$ cat src/hdl/geffe_lfsr_stream_cipher_assert.svh
// Assertion macros for the Geffe stream cipher block.
`ifndef GEFFE_LFSR_STREAM_CIPHER_ASSERT_SVH
`define GEFFE_LFSR_STREAM_CIPHER_ASSERT_SVH

`ifndef ASSERT_OFF
// Checked on every rising edge outside reset.
`define GEFFE_ASSERT(lbl, prop, msg) \
  lbl: assert property (@(posedge clk) disable iff (!rst_n) prop) else $error(msg);
// Checked on every rising edge, reset included.
`define GEFFE_ASSERT_ALWAYS(lbl, prop, msg) \
  lbl: assert property (@(posedge clk) prop) else $error(msg);
`else
`define GEFFE_ASSERT(lbl, prop, msg)
`define GEFFE_ASSERT_ALWAYS(lbl, prop, msg)
`endif

`endif

$ cat src/hdl/geffe_pkg.sv
// Types and constants shared by the Geffe stream cipher modules.
package geffe_pkg;

  localparam int NUM_LFSR = 11;
  localparam int LFSR_W   = 32;
  localparam int ROUNDS   = 8;

  localparam logic [LFSR_W-1:0] HASH_SALT = 32'h5A5A_5A5A;

  typedef enum logic [1:0] {
    REQ_KEY  = 2'd0,
    REQ_SEED = 2'd1,
    REQ_DATA = 2'd2
  } req_kind_t;

  localparam logic [LFSR_W-1:0] TAP_MASK [NUM_LFSR] = '{
    32'h0000_B400, 32'h0000_E000, 32'h8020_0003, 32'h8000_0057,
    32'h8000_0062, 32'h4000_0018, 32'h1000_0002, 32'h2000_0029,
    32'h0080_000D, 32'h0020_0001, 32'h0008_0005
  };

  // Register index times 0x12345678, modulo 2^32.
  localparam logic [LFSR_W-1:0] SEED_OFS [NUM_LFSR] = '{
    32'h0000_0000, 32'h1234_5678, 32'h2468_ACF0, 32'h369D_0368,
    32'h48D1_59E0, 32'h5B05_B058, 32'h6D3A_06D0, 32'h7F6E_5D48,
    32'h91A2_B3C0, 32'hA3D7_0A38, 32'hB60B_60B0
  };

  typedef struct packed {
    logic key_load;
    logic seed_load;
    logic data_step;
  } ctrl_t;

endpackage

$ cat src/hdl/geffe_key_hash.sv
// Key hash register: folds key bytes, returns to the salt on seeding.
module geffe_key_hash import geffe_pkg::*; (
  input  logic              clk,
  input  logic              rst_n,
  input  ctrl_t             ctrl,
  input  logic [7:0]        key_byte,
  output logic [LFSR_W-1:0] hash
);

  logic [LFSR_W-1:0] hash_r;
  logic [LFSR_W-1:0] hash_nxt;

  always_comb begin
    hash_nxt = hash_r;
    if (ctrl.seed_load) begin
      hash_nxt = HASH_SALT;
    end else if (ctrl.key_load) begin
      // signed-char byte, sign extended
      hash_nxt = (hash_r << 5) ^ hash_r ^ {{(LFSR_W-8){key_byte[7]}}, key_byte};
    end
  end

  always_ff @(posedge clk) begin
    if (!rst_n) begin
      hash_r <= HASH_SALT;
    end else begin
      hash_r <= hash_nxt;
    end
  end

  assign hash = hash_r;

endmodule

$ cat src/hdl/geffe_lfsr_bank.sv
// Eleven Galois LFSRs with seeding and an eight-round Geffe keystream byte.
module geffe_lfsr_bank import geffe_pkg::*; (
  input  logic              clk,
  input  logic              rst_n,
  input  ctrl_t             ctrl,
  input  logic [LFSR_W-1:0] hash,
  output logic [7:0]        ks_byte
);

  logic [LFSR_W-1:0] lfsr_r   [NUM_LFSR];
  logic [LFSR_W-1:0] lfsr_nxt [NUM_LFSR];
  logic [LFSR_W-1:0] stepped  [NUM_LFSR];
  logic [LFSR_W-1:0] seed     [NUM_LFSR];

  // Eight unrolled rounds; each round steps all registers once.
  always_comb begin
    logic [NUM_LFSR-1:0] b;
    logic [LFSR_W-1:0]   st [NUM_LFSR];
    logic [7:0]          ks;
    st = lfsr_r;
    ks = '0;
    b  = '0;
    for (int rd = 0; rd < ROUNDS; rd++) begin
      for (int r = 0; r < NUM_LFSR; r++) begin
        b[r]  = st[r][0];
        st[r] = {1'b0, st[r][LFSR_W-1:1]} ^ (b[r] ? TAP_MASK[r] : '0);
      end
      ks[ROUNDS-1-rd] = (b[0] ? b[1] : b[2]) ^ (b[3] ? b[4] : b[5])
                      ^ (b[6] ? b[7] : b[8]) ^ b[9] ^ b[10];
    end
    stepped = st;
    ks_byte = ks;
  end

  always_comb begin
    for (int r = 0; r < NUM_LFSR; r++) begin
      seed[r] = hash ^ SEED_OFS[r];
      if (seed[r] == '0) begin
        seed[r] = {{(LFSR_W-1){1'b0}}, 1'b1};
      end
    end
  end

  always_comb begin
    lfsr_nxt = lfsr_r;
    if (ctrl.seed_load) begin
      lfsr_nxt = seed;
    end else if (ctrl.data_step) begin
      lfsr_nxt = stepped;
    end
  end

  always_ff @(posedge clk) begin
    if (!rst_n) begin
      for (int r = 0; r < NUM_LFSR; r++) begin
        lfsr_r[r] <= '0;
      end
    end else begin
      lfsr_r <= lfsr_nxt;
    end
  end

endmodule

$ cat src/hdl/geffe_lfsr_stream_cipher.sv
// Top level of the Geffe-combined LFSR stream cipher.
// One request beat per cycle: key beats fold a byte into the 32-bit key
// hash, seed beats load all eleven LFSRs from the hash (and reset the hash
// to its salt), data beats XOR the byte with the next keystream byte and
// emit one result beat. Key and seed beats give no result. Each beat is
// captured in an input register and finished by the eight-round keystream
// logic, which also updates the LFSR state; a data result is registered in
// the output register as its beat finishes, and sustained rate is one beat
// per clock while results are drained. The input side
// stalls only when a data beat waits on a full output register that is not
// being drained. Request type 3 is accepted and dropped. Before the first
// seed the LFSRs are zero and data passes through unchanged.
`include "geffe_lfsr_stream_cipher_assert.svh"

module geffe_lfsr_stream_cipher import geffe_pkg::*; (
  input  logic       clk,
  input  logic       rst_n,
  input  logic       in_valid,
  output logic       in_ready,
  input  logic [1:0] in_req_type,
  input  logic [7:0] in_value,
  output logic       out_valid,
  input  logic       out_ready,
  output logic [7:0] out_byte
);

  // input register
  logic       in_vld_r;
  logic       in_vld_nxt;
  logic [1:0] in_req_r;
  logic [7:0] in_val_r;

  // result register
  logic       out_vld_r;
  logic       out_vld_nxt;
  logic [7:0] out_byte_r;

  logic              is_data;
  logic              fire;
  ctrl_t             ctrl;
  logic [LFSR_W-1:0] hash;
  logic [7:0]        ks_byte;

  assign is_data = (in_req_r == REQ_DATA);
  // Beat in the input register completes unless its result has nowhere to go.
  assign fire    = in_vld_r && (!is_data || !out_vld_r || out_ready);
  assign in_ready = !in_vld_r || fire;

  always_comb begin
    ctrl = '0;
    if (fire) begin
      unique case (in_req_r)
        REQ_KEY:  ctrl.key_load  = 1'b1;
        REQ_SEED: ctrl.seed_load = 1'b1;
        REQ_DATA: ctrl.data_step = 1'b1;
        default:  ctrl = '0;
      endcase
    end
  end

  geffe_key_hash u_hash (
    .clk      (clk),
    .rst_n    (rst_n),
    .ctrl     (ctrl),
    .key_byte (in_val_r),
    .hash     (hash)
  );

  geffe_lfsr_bank u_bank (
    .clk     (clk),
    .rst_n   (rst_n),
    .ctrl    (ctrl),
    .hash    (hash),
    .ks_byte (ks_byte)
  );

  always_comb begin
    in_vld_nxt = in_vld_r;
    if (in_valid && in_ready) begin
      in_vld_nxt = 1'b1;
    end else if (fire) begin
      in_vld_nxt = 1'b0;
    end
  end

  always_comb begin
    out_vld_nxt = out_vld_r;
    if (ctrl.data_step) begin
      out_vld_nxt = 1'b1;
    end else if (out_ready) begin
      out_vld_nxt = 1'b0;
    end
  end

  always_ff @(posedge clk) begin
    if (!rst_n) begin
      in_vld_r  <= 1'b0;
      out_vld_r <= 1'b0;
    end else begin
      in_vld_r  <= in_vld_nxt;
      out_vld_r <= out_vld_nxt;
    end
  end

  // payload registers, no reset
  always_ff @(posedge clk) begin
    if (in_valid && in_ready) begin
      in_req_r <= in_req_type;
      in_val_r <= in_value;
    end
    if (ctrl.data_step) begin
      out_byte_r <= in_val_r ^ ks_byte;
    end
  end

  assign out_valid = out_vld_r;
  assign out_byte  = out_byte_r;

  `GEFFE_ASSERT(a_data_gives_result, fire && is_data |=> out_vld_r, "data beat lost its result")
  `GEFFE_ASSERT(a_no_overwrite, in_vld_r && is_data && out_vld_r && !out_ready |-> !fire, "result overwritten")
  `GEFFE_ASSERT(a_seed_salts_hash, ctrl.seed_load |=> hash == HASH_SALT, "hash not salted after seed")
  `GEFFE_ASSERT_ALWAYS(a_reset_clears_out, !rst_n |=> !out_vld_r && !in_vld_r, "reset left a beat pending")

endmodule

$ cat config.mk
export PLATFORM = sky130hd
export DESIGN_NAME = geffe_lfsr_stream_cipher
export DESIGN_NICKNAME = d
export VERILOG_FILES = /design/src/hdl/geffe_pkg.sv /design/src/hdl/geffe_key_hash.sv /design/src/hdl/geffe_lfsr_bank.sv /design/src/hdl/geffe_lfsr_stream_cipher.sv
export VERILOG_INCLUDE_DIRS = /design/src /design/src/hdl
export SDC_FILE = /design/constraint.sdc
export NUM_CORES = 1
export LEC_CHECK = 0
export BUFFER_PORTS_ARGS = -buffer_cell sky130_fd_sc_hd__buf_4
export CAP_MARGIN = 20
export CORE_MARGIN = 8
export CORE_UTILIZATION = 35
export DETAILED_ROUTE_END_ITERATION = 7
export PLACE_DENSITY = 0.47
export SLEW_MARGIN = 30
export SYNTH_ARGS = -nofsm -noshare
export SYNTH_HDL_FRONTEND = slang
export SYNTH_SLANG_ARGS = --single-unit
$ cat constraint.sdc
create_clock -name clk -period 7.5 [get_ports clk]
set_input_delay 0 -clock clk [delete_from_list [all_inputs] [get_ports clk]]
set_output_delay 0 -clock clk [all_outputs]
set_load 0.02 [all_outputs]
==> flow_results.xml <==
<?xml version="1.0" encoding="UTF-8"?>
<metrics>
  <group name="outcome">
    <metric name="outcome" unit="">finished clean</metric>
  </group>
  <group name="power">
    <metric name="p_clk_share" unit="%">42.5</metric>
    <metric name="swShare" unit="%">28.2</metric>
    <metric name="p_sw" unit="mW">1.56</metric>
    <metric name="share_seq_of_total_power" unit="%">43.0</metric>
    <metric name="power.combinational.fraction" unit="%">14.6</metric>
    <metric name="max_rail_drop_vdd" unit="µV">186</metric>
    <metric name="design_power_total" unit="mW">5.54</metric>
    <metric name="p_per_area" unit="mW/mm²">266</metric>
    <metric name="p_leak" unit="nW">7.18</metric>
    <metric name="power.internal" unit="mW">3.97</metric>
  </group>
  <group name="floorplan">
    <metric name="std_cell_rows" unit="">84</metric>
    <metric name="start_util" unit="%">35.3</metric>
    <metric name="die_area" unit="mm²">0.0607</metric>
    <metric name="fp.dieH" unit="µm">246</metric>
    <metric name="core_region_area" unit="mm²">0.0526</metric>
    <metric name="die_x" unit="µm">246</metric>
    <metric name="ios" unit="">24</metric>
  </group>
  <group name="worst_setup_path">
    <metric name="critPathKind" unit="">reg -&gt; reg</metric>
    <metric name="series_of_cell_instances_along_the_critical_path" unit="">nand3b_1 -&gt; nand2b_4 -&gt; inv_8 -&gt; buf_12 -&gt; nand2_1 -&gt; xnor2_1 -&gt; o21ai_1 -&gt; a21oi_1</metric>
    <metric name="end_kind" unit="">register</metric>
    <metric name="cpPeakStageDelay" unit="ps">530</metric>
    <metric name="reg2reg_setup_slack" unit="ps">4340</metric>
    <metric name="timing.critical_path.slowest_stage_cell" unit="">buf_12</metric>
    <metric name="path_max_fanout" unit="">210</metric>
    <metric name="startpoint_kind_of_the_worst_setup_timing_path" unit="">register</metric>
    <metric name="timing.reg2reg.worst_path_depth" unit="">8</metric>
    <metric name="worst_ep_arrival_time" unit="ps">3600</metric>
    <metric name="rr_startpoint" unit="">in_req_r[0]</metric>
    <metric name="regToRegEndpoint" unit="">u_bank.lfsr_r[160]</metric>
    <metric name="required" unit="ps">7940</metric>
  </group>
  <group name="timing">
    <metric name="achievable-frequency" unit="GHz">0.317</metric>
    <metric name="whs" unit="ps">126</metric>
    <metric name="finalHoldViolCount" unit="">0</metric>
    <metric name="tightestPinTransition" unit="ps">1140</metric>
    <metric name="layout_setup_ws" unit="ps">4340</metric>
    <metric name="final-max-slew-violation-count" unit="">0</metric>
    <metric name="setup-tns-final" unit="ps">0</metric>
    <metric name="relSlewSlack" unit="%">23.8</metric>
    <metric name="fin_skew" unit="ps">15.5</metric>
    <metric name="rsz_0062_raised_after_global_routing" unit="">no</metric>
    <metric name="final_period_minus_worst_setup_slack" unit="ps">3160</metric>
    <metric name="min_period_over_period" unit="%">42.1</metric>
    <metric name="timing.final.setup_violations" unit="">0</metric>
  </group>
  <group name="cts">
    <metric name="cts.repair.resized" unit="">0</metric>
    <metric name="cts-buffers-inserted" unit="">47</metric>
    <metric name="cts-htree-levels" unit="">2</metric>
    <metric name="clock_latency" unit="ps">600</metric>
    <metric name="clkSinkCount" unit="">404</metric>
    <metric name="clkSlewWorstSetupHoldPaths" unit="ps">60</metric>
    <metric name="cell_at_the_root_of_the_clock_tree" unit="">clkbuf_16</metric>
    <metric name="worst_case_clock_buffer_depth" unit="">3</metric>
    <metric name="tritoncts" unit="">done</metric>
  </group>
  <group name="hold_path">
    <metric name="timing.hold.worst_path_depth" unit="">2</metric>
    <metric name="min_delay_worst_endpoint" unit="">in_val_r[6]</metric>
    <metric name="hold_path.startpoint" unit="">in_value[6]</metric>
    <metric name="hold_class" unit="">in -&gt; reg</metric>
  </group>
  <group name="yosys">
    <metric name="yosys_warnings" unit="">0</metric>
    <metric name="post_synth_main_area_contributors" unit="">dfxtp_1 (42%), nand2_1 (11%), xnor2_1 (9.0%)</metric>
    <metric name="synth.yosys.seq_area_share" unit="%">44.5</metric>
    <metric name="synthesis.nets" unit="">2261</metric>
    <metric name="netlist_area" unit="mm²">0.0186</metric>
    <metric name="average_cell_area_after_synthesis" unit="µm²">8.27</metric>
    <metric name="async_set_or_reset_register_ratio_after_synthesis" unit="%">0</metric>
    <metric name="yosysTopAreaCellShare" unit="%">41.6</metric>
    <metric name="number_of_flops_mapped_to_enable_cells_by_yosys" unit="">18</metric>
    <metric name="synth_cells" unit="">2247</metric>
    <metric name="dominantRegCellSynth" unit="">dfxtp_1</metric>
    <metric name="ys_seq_elements" unit="">404</metric>
    <metric name="synth_top_area_cell" unit="">dfxtp_1</metric>
    <metric name="synth_cell_types" unit="">56</metric>
  </group>
  <group name="global_routing">
    <metric name="grt_max_degree" unit="">211</metric>
    <metric name="first_global_vias" unit="">14800</metric>
    <metric name="grt_antenna_before_repair" unit="">2</metric>
    <metric name="global_route.usage.total" unit="%">22.2</metric>
    <metric name="grt_pass1_wl" unit="mm">101</metric>
    <metric name="globalRouteOverflowTotal" unit="">0</metric>
  </group>
  <group name="route">
    <metric name="routed_wl" unit="mm">68.6</metric>
    <metric name="first_pass_iters" unit="">5</metric>
    <metric name="drt_drc_violations_left" unit="">0</metric>
    <metric name="drt-vias-per-instance" unit="">5.51</metric>
    <metric name="vias" unit="">15894</metric>
    <metric name="final_antenna_net_count" unit="">0</metric>
    <metric name="route.detailed.wl_per_inst" unit="µm">23.8</metric>
    <metric name="initialDrtViolationCount" unit="">1504</metric>
  </group>
  <group name="final_layout">
    <metric name="fillerInstances" unit="">5395</metric>
    <metric name="final_area" unit="mm²">0.0208</metric>
    <metric name="drive_gt1_share" unit="%">6.01</metric>
    <metric name="area.sequential" unit="mm²">0.00827</metric>
    <metric name="multi_input_comb_area" unit="mm²">0.00962</metric>
    <metric name="antenna-diode-count" unit="">0</metric>
    <metric name="syn_to_final_growth" unit="%">12.0</metric>
    <metric name="final_common_cell" unit="">nand2_1</metric>
    <metric name="most-common-layout-cells" unit="">nand2_1 (555), dfxtp_1 (386), xnor2_1 (188), a31oi_1 (172), a21oi_1 (152)</metric>
    <metric name="final_nets" unit="">2174</metric>
  </group>
  <group name="placement">
    <metric name="place_hpwl" unit="mm">46.4</metric>
    <metric name="dpl-instance-area" unit="mm²">0.0191</metric>
    <metric name="gp_congestion" unit="">0.916</metric>
    <metric name="worst_slack_at_placement" unit="ps">4410</metric>
    <metric name="port-buffer-count" unit="">23</metric>
  </group>
  <group name="flow_run">
    <metric name="max_cap_violations" unit="">0</metric>
  </group>
</metrics>
-- worst max-delay path by stage --
stage	start	endpoint	slack [ps]	cells past startpoint
after floorplan	u_bank.lfsr_r[256]	out_byte[0]	5100	7
after global placement	in_req_r[0]	u_bank.lfsr_r[286]	4400	7
after detailed placement	in_req_r[0]	u_bank.lfsr_r[286]	4410	7
after CTS	in_req_r[0]	u_bank.lfsr_r[286]	4400	7
after global routing	in_req_r[0]	u_bank.lfsr_r[286]	4180	7
final	in_req_r[0]	u_bank.lfsr_r[160]	4340	8
-- timing repair --
action | CTS | global route
setup buffers | 0 | 0
hold buffers | 14 | 0
endpoints found under the hold margin | 50 | 0
-- layout make-up --
cell class              count  share of cell area, %
clock buffers              71                   6.68
clock inverters            16                  0.830
inverters                   4                  0.120
multi-input cells        1651                   46.2
flip-flops and latches    404                   39.8
well taps                 688                   4.14
repair buffers             52                   2.23
-- synth_stat cells (all sizes together) (9+ instances only) --
cell / number
nand2: 556
dfxtp: 386
xnor2: 192
clkbuf: 173
a31oi: 172
a21oi: 152
nor2: 143
xor2: 118
o21ai: 95
o211ai: 34
nor3: 22
mux2i: 20
and3: 18
edfxtp: 18
buf: 15
o22ai: 15
a211oi: 12
xnor3: 9
-- kinds of logic (layout without fill, tap and decap cells) --
| family | count (synthesis) | in the layout | synth area share (%) |
|---|---|---|---|
| xor gates and xnor gates | 326 | 326 | 16.8 |
| DFF | 404 | 404 | 44.5 |
| and+or+nand+nor | 799 | 799 | 17.6 |
| AOI/OAI and AO/OA | 506 | 506 | 16.0 |
| muxes | 20 | 20 | 1.08 |
| buffers and inverters | 192 | 143 | 3.95 |
-- sequential cells by signal, indices dropped and copies added, names as in the netlist --
| signal | cells |
|---|---|
| u_bank.lfsr_r | 352 |
| in_val_r | 8 |
| in_req_r | 2 |
| out_byte | 8 |
| u_hash.hash | 32 |
| in_vld_r | 1 |
| out_valid | 1 |
-- power groups by stage --
stage,registers [mW],clock network (mW),logic (mW)
2_1_floorplan,2.36,0,0.578
3_3_place_gp,2.42,0,0.793
3_5_place_dp,2.42,0,0.793
4_1_cts,2.37,2.39,0.805
5_1_grt,2.38,2.48,0.868
6_report,2.38,2.35,0.806
-- layer usage --
layer,share of wire [%],track usage (%),vias up
met1,45,30.8,7755
met3,7.7,4.74,128
met5,0,0,-
met2,43,33.4,563
met4,3.8,8.78,0
li1,-,-,7448
-- metrics by stage --
| stage | instances | utilization (%) |
|---|---|---|
| 3_5_place_dp | 2785 | 36.3 |
| 5_1_grt | 2886 | 39.6 |
| 4_1_cts | 2886 | 39.6 |
| 3_3_place_gp | 2785 | 36.3 |
| 2_1_floorplan | 2247 | - |
| 6_report | 2886 | 39.6 |
-- worst max-delay path, delay by kind of cell, from the launching register on --
family | cells | cell delay, ps
flops | 1 | 430
simple gates | 3 | 600
xor+xnor | 1 | 180
compound gates | 2 | 190
buf+inv | 2 | 980
(Power assumes the default switching activity.)
